===== config.mk =====
export PLATFORM = sky130hd
export DESIGN_NAME = texture_unswizzle_address_core
export DESIGN_NICKNAME = d
export VERILOG_FILES = /design/src/hdl/tua_pkg.sv /design/src/hdl/texture_unswizzle_address_core.sv
export SDC_FILE = /design/constraint.sdc
export NUM_CORES = 1
export LEC_CHECK = 0
export ABC_AREA = 1
export CORE_ASPECT_RATIO = 1.75
export CORE_MARGIN = 3
export CORE_UTILIZATION = 55
export CTS_BUF_LIST = sky130_fd_sc_hd__clkbuf_16
export DETAILED_ROUTE_END_ITERATION = 10
export DONT_BUFFER_PORTS = 1
export PLACE_DENSITY = 0.7
export SYNTH_ARGS = -nofsm -noshare
export SYNTH_HDL_FRONTEND = slang
export SYNTH_SLANG_ARGS = --single-unit

===== constraint.sdc =====
create_clock -name clk -period 7.95 [get_ports clk]
set_input_delay 0.3975 -clock clk [delete_from_list [all_inputs] [get_ports clk]]
set_output_delay 0.3975 -clock clk [all_outputs]
set_load 0.02 [all_outputs]

===== src/hdl/tua_pkg.sv =====
// shared types, constants and helpers for the texture unswizzle address core
`default_nettype none

package tua_pkg;

  localparam int COORD_BITS = 15;
  localparam int SIZE_W     = 16;
  localparam int PITCH_W    = 18;
  localparam int PB_W       = 3;
  localparam int OFFSET_W   = 32;
  localparam int CFG_IDX_W  = 2;
  localparam int CFG_DATA_W = 18;
  localparam int NBITS_W    = 5;

  typedef logic [COORD_BITS-1:0] coord_t;
  typedef logic [NBITS_W-1:0]    nbits_t;
  typedef logic [OFFSET_W-1:0]   offset_t;

  typedef enum logic [CFG_IDX_W-1:0] {
    CFG_TEX_WIDTH      = 2'd0,
    CFG_TEX_HEIGHT     = 2'd1,
    CFG_DEST_ROW_PITCH = 2'd2,
    CFG_PIXEL_BYTES    = 2'd3
  } cfg_idx_t;

  localparam logic [SIZE_W-1:0]  TEX_WIDTH_RST      = 16'd256;
  localparam logic [SIZE_W-1:0]  TEX_HEIGHT_RST     = 16'd256;
  localparam logic [PITCH_W-1:0] DEST_ROW_PITCH_RST = 18'd1024;
  localparam logic [PB_W-1:0]    PIXEL_BYTES_RST    = 3'd4;

  // number of address bits needed to count below size
  function automatic nbits_t axis_bits(input logic [SIZE_W-1:0] size);
    logic [SIZE_W-1:0] top;
    nbits_t            n;
    top = size - SIZE_W'(1);
    n   = '0;
    if (size > SIZE_W'(1)) begin
      for (int i = 0; i < SIZE_W; i++) begin
        if (top[i]) n = NBITS_W'(i + 1);
      end
    end
    return n;
  endfunction

  // low n bits set
  function automatic coord_t low_mask(input nbits_t n);
    coord_t m;
    for (int i = 0; i < COORD_BITS; i++) begin
      m[i] = (NBITS_W'(i) < n);
    end
    return m;
  endfunction

  // x to even bits, y to odd bits
  function automatic offset_t interleave(input coord_t x, input coord_t y);
    offset_t r;
    r = '0;
    for (int i = 0; i < COORD_BITS; i++) begin
      r[2*i]   = x[i];
      r[2*i+1] = y[i];
    end
    return r;
  endfunction

endpackage

`default_nettype wire


===== src/hdl/texture_unswizzle_address_core.sv =====
// three-stage pipeline: morton swizzled offset and linear offset per pixel
// a result is presented once its input has passed the stage 1, stage 2 and stage 3 registers
// throughput: one pixel per cycle while out_stall is low; the three pipeline registers fill freely
// stalls back up stage by stage, so a bubble anywhere lets the input advance
// reset: rst_n low clears all stage valids and loads the size, pitch and
// pixel size registers with their defaults (256, 256, 1024, 4)
`default_nettype none

module texture_unswizzle_address_core (
  input  wire logic                          clk,
  input  wire logic                          rst_n,
  input  wire logic                          in_valid,
  output logic                               in_stall,
  input  wire logic [tua_pkg::COORD_BITS-1:0] in_x_coord,
  input  wire logic [tua_pkg::COORD_BITS-1:0] in_y_coord,
  output logic                               out_valid,
  input  wire logic                          out_stall,
  output logic [tua_pkg::OFFSET_W-1:0]       out_swizzled_offset,
  output logic [tua_pkg::OFFSET_W-1:0]       out_linear_offset,
  input  wire logic                          cfg_valid,
  output logic                               cfg_ready,
  input  wire logic [tua_pkg::CFG_IDX_W-1:0] cfg_index,
  input  wire logic [tua_pkg::CFG_DATA_W-1:0] cfg_data
);
  import tua_pkg::*;

  // configuration registers
  logic [SIZE_W-1:0]  tex_width_r;
  logic [SIZE_W-1:0]  tex_height_r;
  logic [PITCH_W-1:0] dest_row_pitch_r;
  logic [PB_W-1:0]    pixel_bytes_r;

  assign cfg_ready = 1'b1;

  always_ff @(posedge clk) begin
    if (!rst_n) begin
      tex_width_r      <= TEX_WIDTH_RST;
      tex_height_r     <= TEX_HEIGHT_RST;
      dest_row_pitch_r <= DEST_ROW_PITCH_RST;
      pixel_bytes_r    <= PIXEL_BYTES_RST;
    end else if (cfg_valid && cfg_ready) begin
      unique case (cfg_idx_t'(cfg_index))
        CFG_TEX_WIDTH:      tex_width_r      <= cfg_data[SIZE_W-1:0];
        CFG_TEX_HEIGHT:     tex_height_r     <= cfg_data[SIZE_W-1:0];
        CFG_DEST_ROW_PITCH: dest_row_pitch_r <= cfg_data[PITCH_W-1:0];
        CFG_PIXEL_BYTES:    pixel_bytes_r    <= cfg_data[PB_W-1:0];
        default:            ;
      endcase
    end
  end

  // stage valids and advance enables
  logic v1_r, v2_r, v3_r;
  logic en1, en2, en3;

  assign en3      = !v3_r || !out_stall;
  assign en2      = !v2_r || en3;
  assign en1      = !v1_r || en2;
  assign in_stall = !en1;

  always_ff @(posedge clk) begin
    if (!rst_n) begin
      v1_r <= 1'b0;
      v2_r <= 1'b0;
      v3_r <= 1'b0;
    end else begin
      if (en1) v1_r <= in_valid;
      if (en2) v2_r <= v1_r;
      if (en3) v3_r <= v2_r;
    end
  end

  // stage 1: axis bit counts and split of each coordinate
  nbits_t nx_nxt, ny_nxt;
  coord_t mx, my;
  coord_t lo_x_nxt, lo_y_nxt, tail_x_nxt, tail_y_nxt;

  always_comb begin
    nx_nxt     = axis_bits(tex_width_r);
    ny_nxt     = axis_bits(tex_height_r);
    mx         = low_mask(nx_nxt);
    my         = low_mask(ny_nxt);
    // bits below both counts interleave, the rest pack after the shorter axis
    lo_x_nxt   = in_x_coord & mx & my;
    lo_y_nxt   = in_y_coord & mx & my;
    tail_x_nxt = in_x_coord & mx & ~my;
    tail_y_nxt = in_y_coord & my & ~mx;
  end

  nbits_t nx_r, ny_r;
  coord_t lo_x_r, lo_y_r, tail_x_r, tail_y_r, x1_r, y1_r;

  always_ff @(posedge clk) begin
    if (en1) begin
      nx_r     <= nx_nxt;
      ny_r     <= ny_nxt;
      lo_x_r   <= lo_x_nxt;
      lo_y_r   <= lo_y_nxt;
      tail_x_r <= tail_x_nxt;
      tail_y_r <= tail_y_nxt;
      x1_r     <= in_x_coord;
      y1_r     <= in_y_coord;
    end
  end

  // stage 2: morton index and the two linear products
  offset_t                     morton_nxt;
  logic [COORD_BITS+PITCH_W-1:0] y_pitch_full;
  offset_t                     y_pitch_nxt;
  logic [COORD_BITS+PB_W-1:0]  x_bytes_nxt;

  always_comb begin
    morton_nxt = interleave(lo_x_r, lo_y_r)
               | (OFFSET_W'(tail_x_r) << ny_r)
               | (OFFSET_W'(tail_y_r) << nx_r);
    y_pitch_full = (COORD_BITS+PITCH_W)'(y1_r) * (COORD_BITS+PITCH_W)'(dest_row_pitch_r);
    y_pitch_nxt  = y_pitch_full[OFFSET_W-1:0];
    x_bytes_nxt  = (COORD_BITS+PB_W)'(x1_r) * (COORD_BITS+PB_W)'(pixel_bytes_r);
  end

  offset_t                    morton_r, y_pitch_r;
  logic [COORD_BITS+PB_W-1:0] x_bytes_r;

  always_ff @(posedge clk) begin
    if (en2) begin
      morton_r  <= morton_nxt;
      y_pitch_r <= y_pitch_nxt;
      x_bytes_r <= x_bytes_nxt;
    end
  end

  // stage 3: scale by pixel size, final sum; offsets wrap at 32 bits
  logic [OFFSET_W+PB_W-1:0] sw_full;
  offset_t                  sw_nxt, lin_nxt;
  offset_t                  sw_r, lin_r;

  always_comb begin
    sw_full = (OFFSET_W+PB_W)'(morton_r) * (OFFSET_W+PB_W)'(pixel_bytes_r);
    sw_nxt  = sw_full[OFFSET_W-1:0];
    lin_nxt = y_pitch_r + OFFSET_W'(x_bytes_r);
  end

  always_ff @(posedge clk) begin
    if (en3) begin
      sw_r  <= sw_nxt;
      lin_r <= lin_nxt;
    end
  end

  assign out_valid           = v3_r;
  assign out_swizzled_offset = sw_r;
  assign out_linear_offset   = lin_r;

endmodule

`default_nettype wire


==> results.toml, run 1 <==
[synth]
synth_nets = 3750
ys_types = 60
seq_area_frac_synth_pct = 31.43
synth_area_leader_cell = "edfxtp_1"
ys_warn_count = 0
netlist_instances = 3281
synth_area_per_cell_sq_um = 8.250
ys_ff_latch = 302
synth_area_leaders = "edfxtp_1 27%, fa_1 18%, nand2_1 12%"
netlist_area_sq_um = 27070
synth-edff-count = 246
synthArstFlopShare_pct = 0
yosysTopAreaCellShare_pct = 27.29
synthFlopType = "edfxtp_1"

[finish]
drive_gt1_share_pct = 4.009
stdcell_area_sq_um = 29150
area_delta_synth_final_pct = 7.673
seqCellArea_sq_um = 8508
nFillCells = 4447
multi_input_area_sq_um = 15660
num-nets-final = 3738

[grt]
grt_overflow = 0
grt_pass1_vias = 22125
grt_pass1_wl_microns = 121100
grt_use_total_pct = 30.25
grt_max_degree = 67
antenna_found_initial = 4

[sta]
slew_violations = 0
setup_tns_ns = 0
finalWorstSetupSlack_ns = 1.628
setup_violations = 0
period_share_pct = 79.52
max_freq_mhz = 158.2
clock_skew_ns = 0.01600
hold_violations = 0
slew_headroom_pct = 17.92
tightest_slew_ns = 1.218
period_minus_slack_ns = 6.322
rsz0062_at_grt = "no"

[pwr]
netSwitchingFraction_pct = 43.53
p_total_mw = 7.546
internal_power_mw = 4.261
switchingPower_mw = 3.285
p_leak_nw = 15.13
combPwrFrac_pct = 42.7
power.density_nw_per_um2 = 258.9
power.clock.fraction_pct = 20.2
seqPwrFrac_pct = 37.1
ir_worst_vdd_mv = 0.1727

[critical_path]
critPathCaptureType = "flip-flop"
reg2reg_from = "y1_r[9]$_DFFE_PN_"
r2r-end = "y_pitch_r[21]$_DFFE_PP_"
cp_slowest_cell = "edfxtp_1"
critPathRequiredTime_ns = 8.29
cpPeakStageDelay_ns = 0.86
rr_worst_depth = 18
critPathMostFrequentCell = "fa_1"
critPathKind = "reg2reg"
critical_path_arrival_ns = 6.66
rrSetupSlack_ns = 1.63
cp-start-kind = "flip-flop"
path_cells = "nand2_1 -> fa_1 -> fa_1 -> inv_1 -> fa_1 -> fa_1 -> fa_1 -> inv_1 -> fa_1 -> inv_1 -> ha_1 -> a21oi_1 -> a21boi_0 -> a21boi_0 -> o21bai_1 -> nand3_1 -> nand2_1 -> xor2_1"
crit_path_max_fanout = 18

[detailed_routing]
drc = 0
vias = 21521
dr.pass1.iters = 5
dr.first_iter.drc_count = 1269
wire_per_inst_microns = 19.88
antenna_left = 0
wirelength_microns = 78550
post_drt_via_cell_ratio = 5.446

[run]
cap_violations = 0

[hold_path]
holdCritStartpoint = "cfg_data[9]"
min_path_type = "in2reg"
whs_path_depth = 2
hold_path_end = "tex_height_r[9]$_SDFFE_PN0P_"

[run_status]
status = "complete, no violations"

[floorplanning]
initial_core_util_pct = 55.55
ios = 122
die_h_microns = 299.5
die_area_sq_um = 52020
core_sq_um = 48730
die_w_microns = 173.7
rows = 107

[clock_tree]
postCtsSetupBuffers = 0
htreeDepth = 1
clockBufferDepth = 3
clock-sinks = 302
cts-root-buf = "clkbuf_16"
clkLatencyLatePin_ns = 0.59
cts_buffers = 31
cts_tree = "yes"
clkTransAtPathRegs_ns = 0.07

[placed_design]
gp_congestion = 0.9967
dp_hpwl_microns = 63950
io_buffers = 0
placed_area_sq_um = 27560
post-place-ws_ns = 1.635
## repair_timing
item | CTS | global route
hold buffers | 51 | 0
gates resized for setup | 0 | 0
endpoints found under the hold margin | 86 | 0
endpoints found under the setup margin | 0 | 0
## metrics by stage
step                hold slack, ns  util, %  instances
finish                     0.03211    59.81       3952
global route               0.02260    59.81       3952
CTS                       0.001304    59.78       3947
detailed placement          0.4544    56.56       3839
global placement            0.4451    56.56       3839
floorplan                   0.4350        -       3281
## routing by layer
metal / vias to the layer above / track usage [%] / wire (microns)
met5: - / 0 / 13
met4: 2 / 21.11 / 6792
met3: 253 / 3.549 / 3164
met2: 684 / 58.24 / 42950
met1: 10405 / 29.60 / 25630
li1: 10177 / - / -
## critical path: cells and delay by family (launching register included)
family	cells	cell delay, ns
adders and majority gates	7	3.42
AOI/OAI and AO/OA	4	1.12
DFF	1	0.86
and+or+nand+nor	3	0.37
buffers and inverters	3	0.16
xor gates and xnor gates	1	0.14
## registers in the layout, indices dropped and copies added, names as in the netlist
register             cells
morton_r                32
out_linear_offset       32
out_swizzled_offset     32
y_pitch_r               32
dest_row_pitch_r        18
x_bytes_r               18
tex_height_r            16
tex_width_r             16
lo_x_r                  15
lo_y_r                  15
tail_x_r                15
tail_y_r                15
x1_r                    15
y1_r                    15
nx_r                     5
ny_r                     5
pixel_bytes_r            3
out_valid                1
v1_r                     1
v2_r                     1
## Yosys cell counts (all sizes together), types with 8 or more instances
cell type  count
nand2        875
inv          666
fa           250
nor2         248
edfxtp       246
o21ai        178
ha           164
a21oi        131
clkbuf        94
xor2          84
nand3         83
dfxtp         56
xnor2         41
nor3          29
a31oi         13
nand4         12
buf            8
o221ai         8
## cell type report
| cell class | count | share of cell area (%) |
|---|---|---|
| Timing Repair Buffer | 57 | 1.940 |
| Inverter | 672 | 8.684 |
| Clock buffer | 31 | 2.662 |
| Antenna cell | 5 | 0.04293 |
| Tap cell | 654 | 2.807 |
| Multi-Input combinational cell | 2205 | 53.72 |
| Sequential cell | 302 | 29.19 |
| Clock inverter | 26 | 0.9487 |
## cell usage in the layout, fill, tap and decap left out, types with 5 or more instances in the layout
| cell type | Yosys | layout |
|---|---|---|
| nand2_1 | 857 | 856 |
| clkinv_2 | 0 | 5 |
| o21ai_0 | 173 | 173 |
| nor2_1 | 229 | 229 |
| edfxtp_1 | 246 | 246 |
| diode_2 | 0 | 5 |
| a21oi_1 | 128 | 128 |
| nor3_1 | 28 | 27 |
| o2111ai_1 | 7 | 7 |
| dfxtp_1 | 56 | 56 |
| nand2_4 | 4 | 5 |
| nand2_2 | 14 | 14 |
| a31oi_1 | 13 | 13 |
| o21a_1 | 6 | 6 |
| fa_1 | 250 | 250 |
| o21bai_1 | 7 | 7 |
| dlygate4sd3_1 | 0 | 50 |
| nand3b_1 | 7 | 7 |
| o211ai_1 | 5 | 5 |
| clkbuf_16 | 0 | 31 |
| buf_4 | 1 | 6 |
| o221ai_1 | 8 | 8 |
| ha_1 | 164 | 164 |
| clkinv_1 | 6 | 9 |
| inv_2 | 15 | 15 |
| nor4_1 | 6 | 6 |
| xor2_1 | 82 | 82 |
| clkinv_4 | 0 | 7 |
| a21o_1 | 7 | 7 |
| inv_1 | 649 | 649 |
| nand4_1 | 12 | 12 |
| a211oi_1 | 5 | 5 |
| a221o_1 | 6 | 6 |
| nor2_2 | 11 | 11 |
| nor2_4 | 5 | 5 |
| xnor2_1 | 41 | 41 |
| nand3_1 | 82 | 82 |
## power by group through the flow
| stage | registers, mW | logic, mW | clock network [mW] |
|---|---|---|---|
| finish | 2.80 | 3.22 | 1.52 |
| global route | 2.85 | 3.61 | 1.62 |
| CTS | 2.81 | 3.22 | 1.56 |
| detailed placement | 2.84 | 3.16 | 0 |
| global placement | 2.83 | 3.12 | 0 |
| floorplan | 2.64 | 2.40 | 0 |
## how the worst max path moves through the flow
stage	cells past startpoint	from	end
detailed placement	18	y1_r[9]$_DFFE_PN_	y_pitch_r[21]$_DFFE_PP_
finish	18	y1_r[9]$_DFFE_PN_	y_pitch_r[21]$_DFFE_PP_
global route	20	y1_r[9]$_DFFE_PN_	y_pitch_r[21]$_DFFE_PP_
global placement	22	y1_r[0]$_DFFE_PN_	y_pitch_r[21]$_DFFE_PP_
CTS	18	y1_r[9]$_DFFE_PN_	y_pitch_r[21]$_DFFE_PP_
floorplan	5	out_stall	lo_x_r[0]$_DFFE_PN_
## logic make-up (layout without fill, tap and decap cells)
family | after synthesis | count (layout) | share of synthesized area [%]
XOR/XNOR | 125 | 125 | 4.100
AND/OR/NAND/NOR | 1268 | 1268 | 19.16
flip-flops | 302 | 302 | 31.43
other | 1 | 6 | 0.01385
multiplexers | 3 | 3 | 0.1109
adder cells (fa/ha/maj) | 414 | 414 | 26.07
buffers and inverters | 774 | 786 | 10.77
AO/OA/AOI/OAI | 394 | 394 | 8.343
Note: power is estimated with default switching activity, not from simulation.
==> inputs of run 2 (changes only) <==
Clock period 7.95 ns to 5.97 ns, I/O delays scaled along.
==> run 2 against run 1 <==
Against the previous run:
- setup slack got worse by 1.4 ns
- critical path depth increased by 3
- first-iteration DRC count increased by 17%
- register-to-register slack got worse by 1.4 ns
- maximum frequency increased by 10%
- die area unchanged
- sequential power increased by 32%
- sequential cell count unchanged
- clock power increased by 41%
- wire length decreased by 2.1%
- non-clock buffer count increased by 77
- global-route usage decreased by 0.77 points
==> results.toml, run 2 (synthesis gave the netlist of run 1 again) <==
[run_status]
status = "complete, no violations"

[floorplanning]
die_w_microns = 173.7
initial_core_util_pct = 55.55
rows = 107
die_area_sq_um = 52020
die_h_microns = 299.5
core_sq_um = 48730
ios = 122

[critical_path]
reg2reg_from = "y1_r[0]$_DFFE_PN_"
rrSetupSlack_ns = 0.22
rr_worst_depth = 21
critical_path_arrival_ns = 6.06
r2r-end = "y_pitch_r[21]$_DFFE_PP_"
cpPeakStageDelay_ns = 0.53
cp-start-kind = "flip-flop"
crit_end = "y_pitch_r[21]$_DFFE_PP_"
cp_slowest_cell = "fa_1"
crit_path_max_fanout = 6
critPathCaptureType = "flip-flop"
critPathMostFrequentCell = "fa_1"
critPathKind = "reg2reg"
crit_start = "y1_r[0]$_DFFE_PN_"
critPathRequiredTime_ns = 6.29
path_cells = "buf_6 -> nand2_1 -> inv_1 -> fa_1 -> inv_1 -> fa_1 -> inv_1 -> fa_1 -> fa_1 -> fa_1 -> inv_1 -> fa_1 -> inv_1 -> ha_1 -> a21oi_1 -> a21boi_0 -> a21boi_1 -> o21bai_1 -> nand3_1 -> nand2_1 -> xor2_1"

[detailed_routing]
post_drt_via_cell_ratio = 5.413
wirelength_microns = 76940
wire_per_inst_microns = 19.11
dr.pass1.iters = 5
antenna_left = 0
dr.first_iter.drc_count = 1485
drc = 0
vias = 21793

[finish]
area_delta_synth_final_pct = 10.48
num-nets-final = 3814
drive_gt1_share_pct = 6.623
mostFrequentLayoutCells = "856 x nand2_1, 650 x inv_1, 250 x fa_1"
final_common_cell = "nand2_1"
fin_cells = 4026
nFillCells = 4291

[sta]
max_freq_mhz = 174.0
clock_skew_ns = 0.03213
period_share_pct = 96.24
rsz0062_at_grt = "yes"
period_minus_slack_ns = 5.746
hold_violations = 0
tightest_slew_ns = 1.187
slew_violations = 0
slew_headroom_pct = 20.73
setup_violations = 0

[run]
cap_violations = 0

[pwr]
p_leak_nw = 15.54
ir_worst_vdd_mv = 0.2872
power.density_nw_per_um2 = 344.5
p_total_mw = 10.30

[placed_design]
placed_cells = 3881
dp_hpwl_microns = 62970
gp_congestion = 1.015
io_buffers = 0

[clock_tree]
htreeDepth = 1
clock-sinks = 302
cts_tree = "yes"
clkLatencyLatePin_ns = 0.60
cts_buffers = 30
clkTransAtPathRegs_ns = 0.07
clockBufferDepth = 3
cts-root-buf = "clkbuf_16"

[grt]
antenna_found_initial = 6
grt_max_degree = 66
grt_pass1_vias = 22428
grt_overflow = 0
grt_pass1_wl_microns = 119200
grt_use_total_pct = 29.48

[hold_path]
min_path_type = "in2reg"
## run 2: cell types whose count changed in the layout (fill, tap and decap cells not counted), sizes merged
cell and delta:
clkbuf +2, dlygate4sd3 +5, clkinv -13, inv +7, bufinv +3, buf +70
## run 2: per-stage QoR
stage / utilization [%] / setup WS [ns] / TNS (ns) / area, sq um / hold slack [ns]
2_1_floorplan: - / 0.08775 / 0 / 27070 / 0.3974
3_3_place_gp: 57.23 / 0.1148 / 0 / 27890 / 0.3920
3_5_place_dp: 57.23 / 0.01745 / 0 / 27890 / 0.3982
4_1_cts: 60.67 / 0.00005063 / 0 / 29570 / 0.01375
5_1_grt: 61.35 / -0.03569 / -0.07747 / 29900 / 0.03738
6_report: 61.37 / 0.2242 / 0 / 29910 / 0.03135
## run 2: worst min path at each step
stage	slack (ns)	to	start	cells after the start
floorplan	0.40	x1_r[0]$_DFFE_PN_	in_x_coord[0]	0
global placement	0.39	pixel_bytes_r[2]$_SDFFE_PN1P_	rst_n	1
detailed placement	0.40	x1_r[3]$_DFFE_PN_	in_x_coord[3]	0
CTS	0.01	tex_width_r[9]$_SDFFE_PN0P_	cfg_index[0]	3
global route	0.04	tail_y_r[5]$_DFFE_PN_	in_y_coord[5]	2
finish	0.03	tex_width_r[10]$_SDFFE_PN0P_	cfg_index[0]	3
## run 2: critical path: cells and delay by family, from the launching register on
family / cells / cell delay, ns
fa+ha+maj: 7 / 3.39
flops: 1 / 0.47
simple gates: 3 / 0.20
compound gates: 4 / 0.81
buf+inv: 6 / 0.46
xor+xnor: 1 / 0.16
## run 2: area by class of cell
cell class                 count  area, sq um  share of cell area (%)
antenna                        5        12.51                 0.04184
clock buffer                  31        775.7                   2.594
inverter                     672         2532                   8.468
timing repair buffer         134         1192                   3.987
tap                          654        818.3                   2.736
multi-input combinational   2205        15730                   52.58
clock inverter                23        327.8                   1.096
sequential                   302         8523                   28.50
## run 2: layer usage
metal	wire length, microns	track usage [%]
met5	24	0
met4	5766	17.96
met3	3537	3.485
met2	42590	57.80
met1	25020	29.03
## run 2: where the power goes
part / switching, mW / total (mW) / internal [mW]
Clock: 0.879 / 2.14 / 1.26
Combinational: 2.89 / 4.47 / 1.58
Sequential: 0.645 / 3.69 / 3.05
## run 2: timing repair
item | CTS | global route
hold endpoints to repair | 131 | 0
setup buffers | 0 | 30
gates resized for setup | 1 | 29
hold buffers | 56 | 0
endpoints found under the setup margin | 1 | 14
pin swaps | 0 | 2
==> inputs of run 3 (changes only) <==
Settings changed: CELL_PAD_IN_SITES_DETAIL_PLACEMENT from default to 1, CELL_PAD_IN_SITES_GLOBAL_PLACEMENT from default to 1, CORE_UTILIZATION 55 to 50, CTS_CLUSTER_DIAMETER from default to 120, PLACE_DENSITY 0.7 to default, PLACE_DENSITY_LB_ADDON from default to 0.1.
==> run 3 against run 2 <==
Against the previous run:
- wire length increased by 17%
- cell count up 1.2%
- via count grew 2.8%
- critical path depth grew 3
- global-route usage increased by 1.7 points
- utilization shrank 4.8 points
- clock skew fell by 0.0050 ns
- critical endpoint is now y_pitch_r[22]$_DFFE_PP_
==> results.toml, run 3 (synthesis gave the netlist of run 1 again) <==
[sta]
hold_violations = 0
tightest_slew_ns = 1.201
rsz0062_at_grt = "yes"
period_share_pct = 98.17
setup_violations = 0
slew_headroom_pct = 19.95
period_minus_slack_ns = 5.861
max_freq_mhz = 170.6
slew_violations = 0
clock_skew_ns = 0.02715

[critical_path]
cpPeakStageDelay_ns = 0.53
critPathRequiredTime_ns = 6.26
crit_end = "y_pitch_r[22]$_DFFE_PP_"
r2r-end = "y_pitch_r[22]$_DFFE_PP_"
cp-start-kind = "flip-flop"
reg2reg_from = "y1_r[2]$_DFFE_PN_"
rrSetupSlack_ns = 0.11
cp_slowest_cell = "fa_1"
path_delay_family = "adder cells"
crit_path_max_fanout = 4
rr_worst_depth = 24
critPathKind = "reg2reg"
path_depth = 24
critical_path_arrival_ns = 6.15
worst-path-buf-inv = 8
path_cells = "buf_4 -> buf_4 -> nand2_1 -> inv_1 -> fa_1 -> inv_1 -> fa_1 -> inv_1 -> fa_1 -> fa_1 -> fa_1 -> inv_1 -> fa_1 -> inv_1 -> ha_4 -> nand2_1 -> nor2_1 -> nand2_1 -> o21bai_1 -> nand2_1 -> nand2_1 -> inv_1 -> o21ai_1 -> xor2_1"
crit_start = "y1_r[2]$_DFFE_PN_"
critPathCaptureType = "flip-flop"

[detailed_routing]
drc = 0
dr.first_iter.drc_count = 1028
wirelength_microns = 89770
post_drt_via_cell_ratio = 5.498
vias = 22400
dr.pass1.iters = 6
antenna_left = 0
wire_per_inst_microns = 22.03

[finish]
seqCellArea_sq_um = 8523
mostFrequentLayoutCells = "852 x nand2_1, 650 x inv_1, 246 x fa_1, 246 x edfxtp_1, 228 x nor2_1"
area_delta_synth_final_pct = 11.68
nFillCells = 6359
num-nets-final = 3830
multi_input_area_sq_um = 15870
final_common_cell = "nand2_1"
final_util_pct = 56.62
drive_gt1_share_pct = 7.799
stdcell_area_sq_um = 30230
fin_cells = 4074

[grt]
grt_overflow = 0
grt_pass1_wl_microns = 137100
grt_use_total_pct = 31.17
grt_pass1_vias = 24768
antenna_found_initial = 4
grt_max_degree = 76

[clock_tree]
clkTransAtPathRegs_ns = 0.07
cts_buffers = 34
clockBufferDepth = 3
clock-sinks = 302
cts-root-buf = "clkbuf_16"
cts_tree = "yes"
clkLatencyLatePin_ns = 0.55
htreeDepth = 2

[placed_design]
placed_cells = 3930
placed_area_sq_um = 28070
io_buffers = 0
dp_hpwl_microns = 71990
gp_congestion = 0.9912

[pwr]
internal_power_mw = 6.098
netSwitchingFraction_pct = 43.73
power.density_nw_per_um2 = 358.5
seqPwrFrac_pct = 34.2
combPwrFrac_pct = 45.0
ir_worst_vdd_mv = 0.2139
p_leak_nw = 15.66
switchingPower_mw = 4.739
power.clock.fraction_pct = 20.8

[floorplanning]
die_w_microns = 181.9
initial_core_util_pct = 50.70
ios = 122
die_area_sq_um = 57080
core_sq_um = 53390
rows = 112
die_h_microns = 313.8

[run_status]
status = "complete, no violations"

[hold_path]
min_path_type = "in2reg"

[run]
cap_violations = 0
-- run 3: how the worst min path moves through the flow --
stage          slack [ns]                             to      startpoint  cells after the start
2_1_floorplan        0.40              x1_r[0]$_DFFE_PN_   in_x_coord[0]                      0
3_3_place_gp         0.39  pixel_bytes_r[2]$_SDFFE_PN1P_           rst_n                      1
3_5_place_dp         0.39  pixel_bytes_r[2]$_SDFFE_PN1P_           rst_n                      1
4_1_cts             0.002            lo_x_r[6]$_DFFE_PN_   in_x_coord[6]                      2
5_1_grt              0.03         tail_y_r[10]$_DFFE_PN_  in_y_coord[10]                      2
6_report             0.03         tail_y_r[10]$_DFFE_PN_  in_y_coord[10]                      2
-- run 3: per-stage QoR --
stage,TNS (ns),power (mW),hold WS [ns],setup slack [ns]
6_report,0,10.84,0.02862,0.1092
5_1_grt,-0.3864,11.55,0.02789,-0.1461
4_1_cts,0,10.66,0.002103,0.01533
3_5_place_dp,-0.1935,8.269,0.3900,-0.1397
3_3_place_gp,0,8.063,0.3863,0.04554
2_1_floorplan,0,6.703,0.3974,0.08775
-- run 3: routing by layer --
layer / share of wire (%) / routed length (microns) / up-vias / global-route usage [%]
met2: 56 / 50490 / 529 / 61.27
li1: - / - / 10358 / -
met3: 3.2 / 2856 / 257 / 3.103
met4: 7.6 / 6784 / 2 / 20.03
met5: 0.014 / 13 / - / 0
met1: 33 / 29620 / 11254 / 30.27
-- run 3: timing repair --
action / in CTS / in global routing
resized for setup: 6 / 60
endpoints found under the hold margin: 105 / 0
setup endpoints to repair: 6 / 16
hold buffers: 51 / 0
pin swaps: 1 / 19
buffers inserted: 17 / 11
-- run 3: area by class of cell --
type	count	share of cell area (%)
inverters	672	8.377
clock buffers	35	2.897
diodes	5	0.04139
repair buffers	146	4.201
clock inverters	25	0.9519
well taps	684	2.831
flip-flops and latches	302	28.19
multi-input cells	2205	52.51
-- run 3: power groups by stage --
stage	clock [mW]	combinational, mW	sequential [mW]
floorplan	0	3.19	3.51
global placement	0	4.32	3.74
detailed placement	0	4.51	3.76
CTS	2.30	4.64	3.72
global route	2.37	5.41	3.77
finish	2.25	4.88	3.70
